**src/hw/rtl/obrb_pkg.sv**
```systemverilog
package obrb_pkg;

  // Fixed field widths
  localparam int unsigned BYTE_W     = 8;
  localparam int unsigned FILL_W     = 9;
  localparam int unsigned ACTION_W   = 2;
  localparam int unsigned IN_TDATA_W  = 16;
  localparam int unsigned OUT_TDATA_W = 24;
  localparam int unsigned OUT_TUSER_W = 2;

  // Default buffer depth in bytes
  localparam int unsigned CAPACITY_DEF = 256;

  typedef logic [BYTE_W-1:0] byte_t;

  typedef enum logic [ACTION_W-1:0] {
    ACT_PUT  = 2'd0,
    ACT_GET  = 2'd1,
    ACT_PEEK = 2'd2
  } action_t;

endpackage

```
**src/hw/rtl/overwriting_byte_ring_buffer_top.sv**
```systemverilog
// Byte ring buffer that drops its oldest byte when a put finds it full. Each
// input transfer carries one operation in in_tuser (put, get or peek) and
// yields exactly one output transfer, via the read stage and output register:
// the byte read, a valid flag, an overwrite flag and the fill level after the
// operation. The block takes one transfer per clock cycle as long as results
// are taken; a stalled result holds the read stage and with it the input. The
// byte memory has one write port and one registered read port and does one
// write or one read per operation. Pointers and the fill count live in
// flip-flops and are updated at the transfer, so back-to-back operations see
// each other's effect. The memory needs no clearing: only written bytes are
// ever returned. Reaching an empty buffer through a get returns both
// pointers to zero.
module overwriting_byte_ring_buffer_top #(
  parameter int unsigned CAPACITY = obrb_pkg::CAPACITY_DEF
) (
  input  logic                                clk,
  input  logic                                rst_n,
  // in_tdata: [7:0] data_in, [15:8] peek_index
  input  logic [obrb_pkg::IN_TDATA_W-1:0]     in_tdata,
  // in_tuser: [1:0] action
  input  logic [obrb_pkg::ACTION_W-1:0]       in_tuser,
  input  logic                                in_tlast,
  input  logic                                in_tvalid,
  output logic                                in_tready,
  // out_tdata: [7:0] data_out, [16:8] fill_level, [23:17] zero
  output logic [obrb_pkg::OUT_TDATA_W-1:0]    out_tdata,
  // out_tuser: [0] valid_res, [1] overwrote
  output logic [obrb_pkg::OUT_TUSER_W-1:0]    out_tuser,
  output logic                                out_tlast,
  output logic                                out_tvalid,
  input  logic                                out_tready
);
  import obrb_pkg::*;

  localparam int unsigned PW   = $clog2(CAPACITY);
  localparam int unsigned CW   = $clog2(CAPACITY + 1);
  localparam int unsigned SUMW = PW + 9;
  localparam int unsigned CMPW = CW + 9;

  // Pointer and count state
  logic [PW-1:0] rp_r, rp_nxt;
  logic [PW-1:0] wp_r, wp_nxt;
  logic [CW-1:0] cnt_r, cnt_nxt;

  // Read stage: memory read in flight
  logic          s1_valid_r;
  logic          s1_rd_r;
  logic          s1_over_r;
  logic          s1_last_r;
  logic [CW-1:0] s1_cnt_r;

  // Output register
  logic          out_valid_r;
  byte_t         out_data_r;
  logic          out_vres_r;
  logic          out_over_r;
  logic          out_last_r;
  logic [FILL_W-1:0] out_fill_r;

  logic          in_acc;
  logic          s1_move;
  action_t       action;
  byte_t         data_in;
  byte_t         peek_idx;

  logic          mem_we;
  logic          mem_re;
  logic [PW-1:0] mem_raddr;
  byte_t         mem_q;
  logic          rd_hit;
  logic          over;

  logic [SUMW-1:0] pos_sum;
  logic [PW-1:0]   peek_pos;

  assign action   = action_t'(in_tuser);
  assign data_in  = in_tdata[7:0];
  assign peek_idx = in_tdata[15:8];

  assign s1_move   = s1_valid_r && (!out_valid_r || out_tready);
  assign in_tready = !s1_valid_r || s1_move;
  assign in_acc    = in_tvalid && in_tready;

  // Peek address, wrapped with one compare and subtract
  always_comb begin
    pos_sum = SUMW'(rp_r) + SUMW'(peek_idx);
    if (pos_sum >= SUMW'(CAPACITY)) begin
      pos_sum = pos_sum - SUMW'(CAPACITY);
    end
    peek_pos = pos_sum[PW-1:0];
  end

  // Decode the operation and compute the next pointers
  always_comb begin
    rp_nxt    = rp_r;
    wp_nxt    = wp_r;
    cnt_nxt   = cnt_r;
    mem_we    = 1'b0;
    mem_re    = 1'b0;
    mem_raddr = rp_r;
    rd_hit    = 1'b0;
    over      = 1'b0;
    case (action)
      ACT_PUT: begin
        mem_we = in_acc;
        wp_nxt = (wp_r == PW'(CAPACITY - 1)) ? '0 : wp_r + 1'b1;
        if (cnt_r == CW'(CAPACITY)) begin
          rp_nxt = (rp_r == PW'(CAPACITY - 1)) ? '0 : rp_r + 1'b1;
          over   = 1'b1;
        end else begin
          cnt_nxt = cnt_r + 1'b1;
        end
      end
      ACT_GET: begin
        if (cnt_r != '0) begin
          rd_hit    = 1'b1;
          mem_re    = in_acc;
          mem_raddr = rp_r;
          cnt_nxt   = cnt_r - 1'b1;
          if (cnt_r == CW'(1)) begin
            rp_nxt = '0;
            wp_nxt = '0;
          end else begin
            rp_nxt = (rp_r == PW'(CAPACITY - 1)) ? '0 : rp_r + 1'b1;
          end
        end
      end
      ACT_PEEK: begin
        if (CMPW'(peek_idx) < CMPW'(cnt_r)) begin
          rd_hit    = 1'b1;
          mem_re    = in_acc;
          mem_raddr = peek_pos;
        end
      end
      default: begin
        rd_hit = 1'b0;
      end
    endcase
  end

  obrb_store #(
    .DEPTH (CAPACITY)
  ) u_store (
    .clk     (clk),
    .wr_en   (mem_we),
    .wr_addr (wp_r),
    .wr_data (data_in),
    .rd_en   (mem_re),
    .rd_addr (mem_raddr),
    .rd_data (mem_q)
  );

  // Advance pointers and the read stage on an input transfer
  always_ff @(posedge clk) begin
    if (!rst_n) begin
      rp_r       <= '0;
      wp_r       <= '0;
      cnt_r      <= '0;
      s1_valid_r <= 1'b0;
    end else begin
      if (in_acc) begin
        rp_r  <= rp_nxt;
        wp_r  <= wp_nxt;
        cnt_r <= cnt_nxt;
      end
      if (in_acc) begin
        s1_valid_r <= 1'b1;
      end else if (s1_move) begin
        s1_valid_r <= 1'b0;
      end
    end
  end

  // Read stage payload
  always_ff @(posedge clk) begin
    if (in_acc) begin
      s1_rd_r   <= rd_hit;
      s1_over_r <= over;
      s1_last_r <= in_tlast;
      s1_cnt_r  <= cnt_nxt;
    end
  end

  // Output register: load from the read stage, drop on transfer
  always_ff @(posedge clk) begin
    if (!rst_n) begin
      out_valid_r <= 1'b0;
    end else if (s1_move) begin
      out_valid_r <= 1'b1;
    end else if (out_tready) begin
      out_valid_r <= 1'b0;
    end
  end

  always_ff @(posedge clk) begin
    if (s1_move) begin
      out_data_r <= s1_rd_r ? mem_q : '0;
      out_vres_r <= s1_rd_r;
      out_over_r <= s1_over_r;
      out_last_r <= s1_last_r;
      out_fill_r <= FILL_W'(s1_cnt_r);
    end
  end

  assign out_tvalid = out_valid_r;
  assign out_tdata  = {7'd0, out_fill_r, out_data_r};
  assign out_tuser  = {out_over_r, out_vres_r};
  assign out_tlast  = out_last_r;

  // Fill count never passes the capacity
  a_cnt_bound: assert property (@(posedge clk) disable iff (!rst_n)
    cnt_r <= CW'(CAPACITY))
    else $error("fill count above capacity");

  // An empty buffer has both pointers together
  a_empty_ptrs: assert property (@(posedge clk) disable iff (!rst_n)
    (cnt_r == '0) |-> (rp_r == wp_r))
    else $error("pointers differ on empty buffer");

  // An overwrite leaves the buffer full
  a_over_full: assert property (@(posedge clk) disable iff (!rst_n)
    (s1_valid_r && s1_over_r) |-> (s1_cnt_r == CW'(CAPACITY)))
    else $error("overwrite without full buffer");

  // A read result and an overwrite never come together
  a_read_xor_over: assert property (@(posedge clk) disable iff (!rst_n)
    s1_valid_r |-> !(s1_rd_r && s1_over_r))
    else $error("read and overwrite in one operation");

  // A stalled read stage keeps its item
  a_s1_hold: assert property (@(posedge clk) disable iff (!rst_n)
    (s1_valid_r && !s1_move) |=> (s1_valid_r && $stable(s1_cnt_r)))
    else $error("read stage lost a stalled item");

endmodule

```
**src/hw/rtl/obrb_store.sv**
```systemverilog
module obrb_store #(
  parameter int unsigned DEPTH = obrb_pkg::CAPACITY_DEF
) (
  input  logic                       clk,
  input  logic                       wr_en,
  input  logic [$clog2(DEPTH)-1:0]   wr_addr,
  input  obrb_pkg::byte_t            wr_data,
  input  logic                       rd_en,
  input  logic [$clog2(DEPTH)-1:0]   rd_addr,
  output obrb_pkg::byte_t            rd_data
);
  import obrb_pkg::*;

  byte_t mem [DEPTH];
  byte_t rd_data_r;

  // Write port
  always_ff @(posedge clk) begin
    if (wr_en) begin
      mem[wr_addr] <= wr_data;
    end
  end

  // Registered read port, holds its data until the next read
  always_ff @(posedge clk) begin
    if (rd_en) begin
      rd_data_r <= mem[rd_addr];
    end
  end

  assign rd_data = rd_data_r;

endmodule
```
**config.mk**
```make
export PLATFORM = sky130hd
export DESIGN_NAME = overwriting_byte_ring_buffer_top
export DESIGN_NICKNAME = d
export VERILOG_FILES = /design/src/hw/rtl/obrb_pkg.sv /design/src/hw/rtl/overwriting_byte_ring_buffer_top.sv /design/src/hw/rtl/obrb_store.sv
export SDC_FILE = /design/constraint.sdc
export NUM_CORES = 2
export LEC_CHECK = 0
export BUFFER_PORTS_ARGS = -buffer_cell sky130_fd_sc_hd__buf_4
export CORE_MARGIN = 1
export CORE_UTILIZATION = 48
export DETAILED_ROUTE_END_ITERATION = 8
export PLACE_DENSITY = 0.71
export REMOVE_ABC_BUFFERS = 1
export SYNTH_ARGS = -nofsm -noshare
export SYNTH_HDL_FRONTEND = slang
export SYNTH_HIERARCHICAL = 1
export SYNTH_SLANG_ARGS = --single-unit
```
**constraint.sdc**
```tcl
create_clock -name clk -period 5 [get_ports clk]
set_input_delay 0.25 -clock clk [delete_from_list [all_inputs] [get_ports clk]]
set_output_delay 0.25 -clock clk [all_outputs]
set_load 0.02 [all_outputs]
```
# Word level (Yosys, flattened, before mapping)
# Memory sizes are Yosys's and may differ from the RTL's. A register that Yosys moved wholly into a read port is not among the register bits.
# Cells that the tools add are included.
# totals
ff_bits	59
latch_bits	0
ram_bits	2048
rom_bits	0
inputBits	23
word_cells	74
mem_count	1
# classes
add_sub_neg	6
n_mul	0
n_div	0
n_lt_le_gt_ge	2
eq_ne	9
shifts	0
mux	29
n_bitwise	0
n_reduce_logical	13
# memory_table
name	depth	width	read_ports	rd_clocked_by_memory_dff	wr	line	rtl
u_store.mem	256	8	1	1	1	obrb_store.sv:14	byte_t mem [DEPTH];
# op_table
op	count
8-bit 2-to-1 mux	10
8-bit case mux with 2 select lines	2
9-bit 2-to-1 mux	2
9-bit case mux with 2 select lines	1
8-bit by 1-bit adder with 8-bit output (second input constant)	2
8-bit == test (second input constant)	2
1-bit 2-to-1 mux	12
8-bit by 8-bit adder with 9-bit output	1
9-bit by 1-bit adder with 9-bit output (second input constant)	1
9-bit by 1-bit == test with 1-bit output (second input constant)	1
9-bit == test (second input constant)	1
9-bit greater-or-equal comparator (second input constant)	1
8-bit by 9-bit < comparator with 1-bit output	1
9-bit nonzero test	1
9-bit by 1-bit subtractor with 9-bit output (second input constant)	1
4-bit AND reduction	2
8-bit by 1-bit subtractor with 8-bit output (second input constant)	1
2-bit != test (second input constant)	3
2-bit nonzero test	3
1-bit case mux with 2 select lines	2
2-bit by 1-bit == test with 1-bit output (second input constant)	1
2-bit == test (second input constant)	1
1-bit logical AND	2
1-bit zero test	2
other kinds (2)	3

# Depth between registers and ports, before layout
# logic_depth
depth_word	8
depth_mapped	19
mapped_depth_nobuf	14

# Hierarchy
# Netlist, hierarchy kept.
# modules_own_cells
mod	n_inst	cells_each	area_per_inst_um2	seq_area_each_um2
obrb_store	1	3733	79636.4	61739.2
overwriting_byte_ring_buffer_top	1	369	3564.7	1501.4

# Worst setup path before layout
# No wires, ideal clock.
# synth_timing
kind	register to register
startpoint	register cnt_r[2]
endpoint	register u_store.rd_data_r[2], in the netlist u_store/rd_data[2], read port of u_store.mem, data pin
t_arrival_ns	3.795
required_time_ns	4.731
path_slack_ns	0.936
stages_incl_launch_ff	18
synth_period_minus_slack_ns	4.064
cell_sequence	dfxtp_1 clkbuf_1 inv_1 ha_1 nand2_1 o21ai_0 a21oi_1 o21ai_1 mux2_2 buf_6 buf_12 buf_8 buf_2 mux4_2 a22oi_1 a21oi_1 nor4_1 nor4_2
# synth_between
elab_chain_cells	3
# synth_rtl
element	line	rtl
from (decl)	overwriting_byte_ring_buffer_top.sv:43	logic [CW-1:0] cnt_r, cnt_nxt;
from (signal assigned)	overwriting_byte_ring_buffer_top.sv:164	cnt_r <= cnt_nxt;
8-bit by 9-bit < comparator with 1-bit output	overwriting_byte_ring_buffer_top.sv:129	if (CMPW'(peek_idx) < CMPW'(cnt_r)) begin
8-bit 2-to-1 mux	overwriting_byte_ring_buffer_top.sv:129	
8-bit 2-to-1 mux	--	
net mem_raddr[0]	overwriting_byte_ring_buffer_top.sv:68	logic [PW-1:0] mem_raddr;
to (decl)	obrb_store.sv:15	byte_t rd_data_r;
# The timed path passes the listed nets, and every way through them passes these cells.
# A chain may end at the register's enable or synchronous reset.

# Worst setup path after layout
# layout_timing
startpoint	register cnt_r[2]
endpoint	register u_store.rd_data_r[6], in the netlist u_store/rd_data[6], read port of u_store.mem, data pin
# The elaborated chain is that of the path after synthesis.

==> run_summary.xml <==
<?xml version="1.0" encoding="UTF-8"?>
<metrics>
  <group name="status">
    <metric name="outcome" unit="">completed</metric>
  </group>
  <group name="placed_design">
    <metric name="port_buffers" unit="">44</metric>
    <metric name="dpl_worst_slack" unit="ns">-0.3633</metric>
    <metric name="place_congestion" unit="">0.8810</metric>
    <metric name="detailed_place_hpwl" unit="mm">122.4</metric>
  </group>
  <group name="detailed_routing">
    <metric name="avgViaCountPerCell" unit="">6.254</metric>
    <metric name="drt_pre_antenna_iters" unit="">6</metric>
    <metric name="drc" unit="">0</metric>
    <metric name="totalWireLength" unit="mm">201.2</metric>
    <metric name="num_vias" unit="">42240</metric>
    <metric name="drtAntennaViolNets" unit="">0</metric>
    <metric name="routedWlPerCell" unit="um">29.80</metric>
    <metric name="first_iter_violations" unit="">5270</metric>
  </group>
  <group name="floorplanning">
    <metric name="floorplan.die.height" unit="um">418.3</metric>
    <metric name="floorplan.die_area" unit="um^2">175000</metric>
    <metric name="effective_utilization_at_floorplan" unit="%">48.39</metric>
    <metric name="io_pins" unit="">52</metric>
    <metric name="placeableCoreArea" unit="um^2">171900</metric>
    <metric name="die_x_extent" unit="um">418.3</metric>
    <metric name="floorplan.rows" unit="">152</metric>
  </group>
  <group name="worst_setup_path">
    <metric name="reg2reg_setup_slack" unit="ns">0.17</metric>
    <metric name="cp.buffers_inverters" unit="">4</metric>
    <metric name="worst_r2r_endpoint" unit="">u_store/rd_data[6]</metric>
    <metric name="worst_setup_path_startpoint" unit="">cnt_r[2]</metric>
    <metric name="arrival_time_of_data_at_the_critical_path_endpoint" unit="ns">5.50</metric>
    <metric name="cpPeakStageDelay" unit="ns">0.68</metric>
    <metric name="worst_setup_path_endpoint" unit="">u_store/rd_data[6]</metric>
    <metric name="critical-path-top-delay-family" unit="">compound AO/OA/AOI/OAI gates</metric>
    <metric name="path_depth" unit="">15</metric>
    <metric name="timing_worst_setup_path_type" unit="">reg2reg</metric>
    <metric name="critical_path.slowest_cell" unit="">nor2_4</metric>
    <metric name="cell_depth_of_the_worst_flop_to_flop_path" unit="">15</metric>
    <metric name="critical_path.max_fanout" unit="">23</metric>
    <metric name="crit_path_end_kind" unit="">register</metric>
    <metric name="worst_setup_path_start_kind" unit="">register</metric>
    <metric name="reg2reg_from" unit="">cnt_r[2]</metric>
    <metric name="cp_data_required_time" unit="ns">5.67</metric>
    <metric name="path_common_cell" unit="">buf_4</metric>
    <metric name="path_cells" unit="">inv_1 &gt; ha_1 &gt; nand2_1 &gt; o21ai_0 &gt; a21oi_1 &gt; o21ai_1 &gt; buf_4 &gt; mux2_4 &gt; buf_4 &gt; nor2_4 &gt; a22oi_1 &gt; a21oi_1 &gt; nor4_2 &gt; buf_4 &gt; nor4_2</metric>
  </group>
  <group name="sta">
    <metric name="slew-limit-headroom" unit="%">6.781</metric>
    <metric name="worst_slack" unit="ns">0.1749</metric>
    <metric name="setup-violations-final" unit="">0</metric>
    <metric name="timing.final.max_slew_violations" unit="">0</metric>
    <metric name="transition_time_of_the_tightest_slew_check_pin" unit="ns">1.393</metric>
    <metric name="final.period_utilization" unit="%">96.50</metric>
    <metric name="fmax" unit="MHz">207.2</metric>
    <metric name="rsz_0062_raised_after_global_routing" unit="">no</metric>
    <metric name="hold-worst-slack" unit="ns">0.02840</metric>
    <metric name="final_setup_skew" unit="ns">0.04408</metric>
    <metric name="hold_violations" unit="">0</metric>
    <metric name="min_period" unit="ns">4.825</metric>
  </group>
  <group name="power">
    <metric name="comb_power_share" unit="%">7.2</metric>
    <metric name="cell_internal_pwr" unit="W">0.02903</metric>
    <metric name="power_frac_clock" unit="%">40.0</metric>
    <metric name="pwr_density_cell" unit="nW/um^2">397.3</metric>
    <metric name="largest_vdd_supply_drop" unit="V">0.0002749</metric>
    <metric name="power.switching" unit="W">0.008046</metric>
    <metric name="p_seq_share" unit="%">52.7</metric>
    <metric name="power_switching_share" unit="%">21.70</metric>
    <metric name="static-leakage-power" unit="nW">28.01</metric>
  </group>
  <group name="global_routing">
    <metric name="grt_start_max_net_pins" unit="">165</metric>
    <metric name="grt_pass1_wl" unit="mm">292.8</metric>
    <metric name="grt.overflow.total" unit="">0</metric>
    <metric name="first_global_vias" unit="">42270</metric>
    <metric name="track_usage" unit="%">23.12</metric>
    <metric name="grt_antenna_before_repair" unit="">2</metric>
  </group>
  <group name="job">
    <metric name="drv_cap" unit="">0</metric>
  </group>
  <group name="logic_synthesis">
    <metric name="synth-seq-cells" unit="">2115</metric>
    <metric name="netlist-cell-type-count" unit="">82</metric>
    <metric name="synthSimpleGateAreaFrac" unit="%">3.329</metric>
    <metric name="synth_enable_flop_cells" unit="">2088</metric>
    <metric name="mapped_cells" unit="">4102</metric>
    <metric name="synthXorXnorAreaFrac" unit="%">0.1474</metric>
    <metric name="synthMuxAreaShare" unit="%">14.10</metric>
    <metric name="post_synth_fa_ha_maj_area_fraction" unit="%">0.3699</metric>
    <metric name="synth_area" unit="um^2">83200</metric>
    <metric name="synth_top_area_share" unit="%">75.36</metric>
    <metric name="ys_top_cells_by_area" unit="">edfxtp_1, mux4_2, mux2i_1</metric>
    <metric name="portion_of_the_post_synthesis_area_used_by_sequential_elements" unit="%">76.01</metric>
    <metric name="yosys_most_used_dff" unit="">edfxtp_1</metric>
    <metric name="synth.largest_area_cell" unit="">edfxtp_1</metric>
    <metric name="synth_compound_gate_area_share" unit="%">4.020</metric>
    <metric name="ffs_w_async_s_r_synth" unit="%">0</metric>
    <metric name="synth_top_family_by_area" unit="">multiplexers</metric>
    <metric name="synth-warning-count" unit="">6</metric>
    <metric name="avgSynthCellArea" unit="um^2">20.28</metric>
  </group>
  <group name="worst_hold_path">
    <metric name="worstHoldPathType" unit="">in2reg</metric>
  </group>
  <group name="clocking">
    <metric name="post-cts-setup-buffers" unit="">0</metric>
    <metric name="htreeDepth" unit="">4</metric>
    <metric name="cts.reportedPaths.clkPinSlew" unit="ns">0.06</metric>
    <metric name="clk-insertion-delay-late" unit="ns">0.85</metric>
    <metric name="cts_buffer_depth" unit="">3</metric>
    <metric name="tritoncts.num_buffers" unit="">205</metric>
    <metric name="cts_tree" unit="">done</metric>
    <metric name="cts_sinks" unit="">2115</metric>
    <metric name="clock_tree.root_cell" unit="">clkbuf_16</metric>
  </group>
  <group name="layout">
    <metric name="area_growth_syn_to_layout" unit="%">12.16</metric>
    <metric name="drive_above_1_share" unit="%">22.44</metric>
    <metric name="final_nets" unit="">4318</metric>
  </group>
</metrics>
## cell type report
cell class	count	area (um^2)
inverter	26	97.59
clock inverter	128	1126
antenna	1	2.502
multi-input combinational	1715	18570
fill	12840	78610
tap	2310	2890
timing repair buffer	208	2088
clock buffer	250	5299
sequential	2115	63240
## repair_timing
action | CTS | global route
gates resized for setup | 6 | 26
hold buffers | 10 | 0
endpoints found under the setup margin | 5 | 8
endpoints found under the hold margin | 268 | 0
gates cloned | 0 | 0
pin swaps | 0 | 1
## worst reg2reg max path, stage by stage (launching register included)
cell     delay (ns)
dfxtp_1        0.50
inv_1          0.16
ha_1           0.32
nand2_1        0.05
o21ai_0        0.15
a21oi_1        0.12
o21ai_1        0.28
buf_4          0.26
mux2_4         0.46
buf_4          0.26
nor2_4         0.68
a22oi_1        0.24
a21oi_1        0.57
nor4_2         0.17
buf_4          0.19
nor4_2         0.25
## Yosys cell counts, types with 9 or more instances
master,instances
o221ai_1,47
o21ai_0,24
edfxtp_1,2088
nor2_1,308
a21oi_1,120
and2_1,17
nand4_1,15
nand2_1,53
a211oi_1,21
buf_8,13
ha_1,23
nand3_1,50
buf_6,25
a22oi_1,133
buf_1,22
clkbuf_1,116
or2_2,9
mux2i_1,136
a221oi_1,14
dfxtp_1,27
o22ai_1,30
o211ai_1,15
nor3_1,32
nor2b_1,37
inv_1,24
xnor2_1,13
mux4_2,454
buf_4,36
nor4_1,27
buf_2,31
## state kept, by name (all words and copies together), names as in the netlist
signal           flops
out_tlast            1
s1_cnt_r             9
out_fill_r           9
u_store/mem       2048
rp_r                 8
cnt_r                9
out_data_r           8
out_vres_r           1
out_tvalid           1
s1_over_r            1
s1_valid_r           1
s1_rd_r              1
u_store/rd_data      8
out_over_r           1
s1_last_r            1
wp_r                 8
## power by group through the flow
stage / Sequential [W] / Combinational (W) / Clock, W
2_1_floorplan: 0.0199 / 0.00277 / 0
3_3_place_gp: 0.0199 / 0.00262 / 0
3_5_place_dp: 0.0199 / 0.00265 / 0
4_1_cts: 0.0195 / 0.00267 / 0.0151
5_1_grt: 0.0195 / 0.00283 / 0.0157
6_report: 0.0195 / 0.00268 / 0.0148
## per-layer routing
layer | GRT usage, % | part of all wire, % | vias to the layer above
li1 | - | - | 17420
met3 | 4.486 | 9.1 | 386
met4 | 7.978 | 3.4 | 2
met5 | 0 | 0.0065 | -
met1 | 31.47 | 38 | 22210
met2 | 37.48 | 49 | 2222
## cells by family (layout without fill, tap and decap cells)
family	after synthesis	in the layout
flip-flops	2115	2115
multiplexers	600	600
AND/OR/NAND/NOR	592	592
AO/OA/AOI/OAI	478	478
buffers and inverters	278	612
adder cells (fa/ha/maj)	24	24
XOR/XNOR	14	14
other	1	8
## per-stage QoR
| step | setup TNS, ns | total power, W | instances | utilization [%] | instance area [um^2] |
|---|---|---|---|---|---|
| floorplan | -235.90 | 0.02268 | 3856 | - | 81640 |
| CTS | 0 | 0.03728 | 6752 | 54.19 | 93160 |
| finish | 0 | 0.03708 | 6753 | 54.28 | 93310 |
| global route | 0 | 0.03809 | 6752 | 54.27 | 93310 |
| global placement | -0.4645 | 0.02255 | 6364 | 50.37 | 86600 |
| detailed placement | -0.6909 | 0.02258 | 6364 | 50.37 | 86600 |
## layout by cell type, fill, tap and decap left out, types with 9 or more instances in the layout
cell type / count
nor2b_1: 34
dfxtp_1: 27
dlygate4sd3_1: 10
mux2i_1: 135
nor4_2: 13
mux4_2: 454
xnor2_1: 12
edfxtp_1: 2088
or2_2: 9
o221ai_1: 47
buf_12: 33
a221oi_1: 14
nand3_1: 50
ha_1: 23
o211ai_1: 15
clkinv_2: 37
a22oi_1: 130
nor2_1: 305
inv_1: 24
a21oi_1: 119
clkinv_1: 56
buf_4: 153
nand4_1: 15
and2_1: 17
a211oi_1: 18
clkbuf_16: 205
bufinv_16: 16
o21ai_0: 24
o22ai_1: 30
nand2_1: 53
nor3_1: 29
nor4_1: 14
clkbuf_1: 45
## worst min path at each step
stage                startpoint             endpoint  depth (start not counted)
floorplan              in_tlast            s1_last_r                          0
global placement    s1_cnt_r[4]        out_fill_r[4]                          0
detailed placement  s1_cnt_r[4]        out_fill_r[4]                          0
CTS                 in_tuser[0]              s1_rd_r                          5
global route        in_tdata[2]  u_store/mem[149][2]                          1
finish              in_tdata[5]   u_store/mem[71][5]                          1
(Power assumes the default switching activity.)
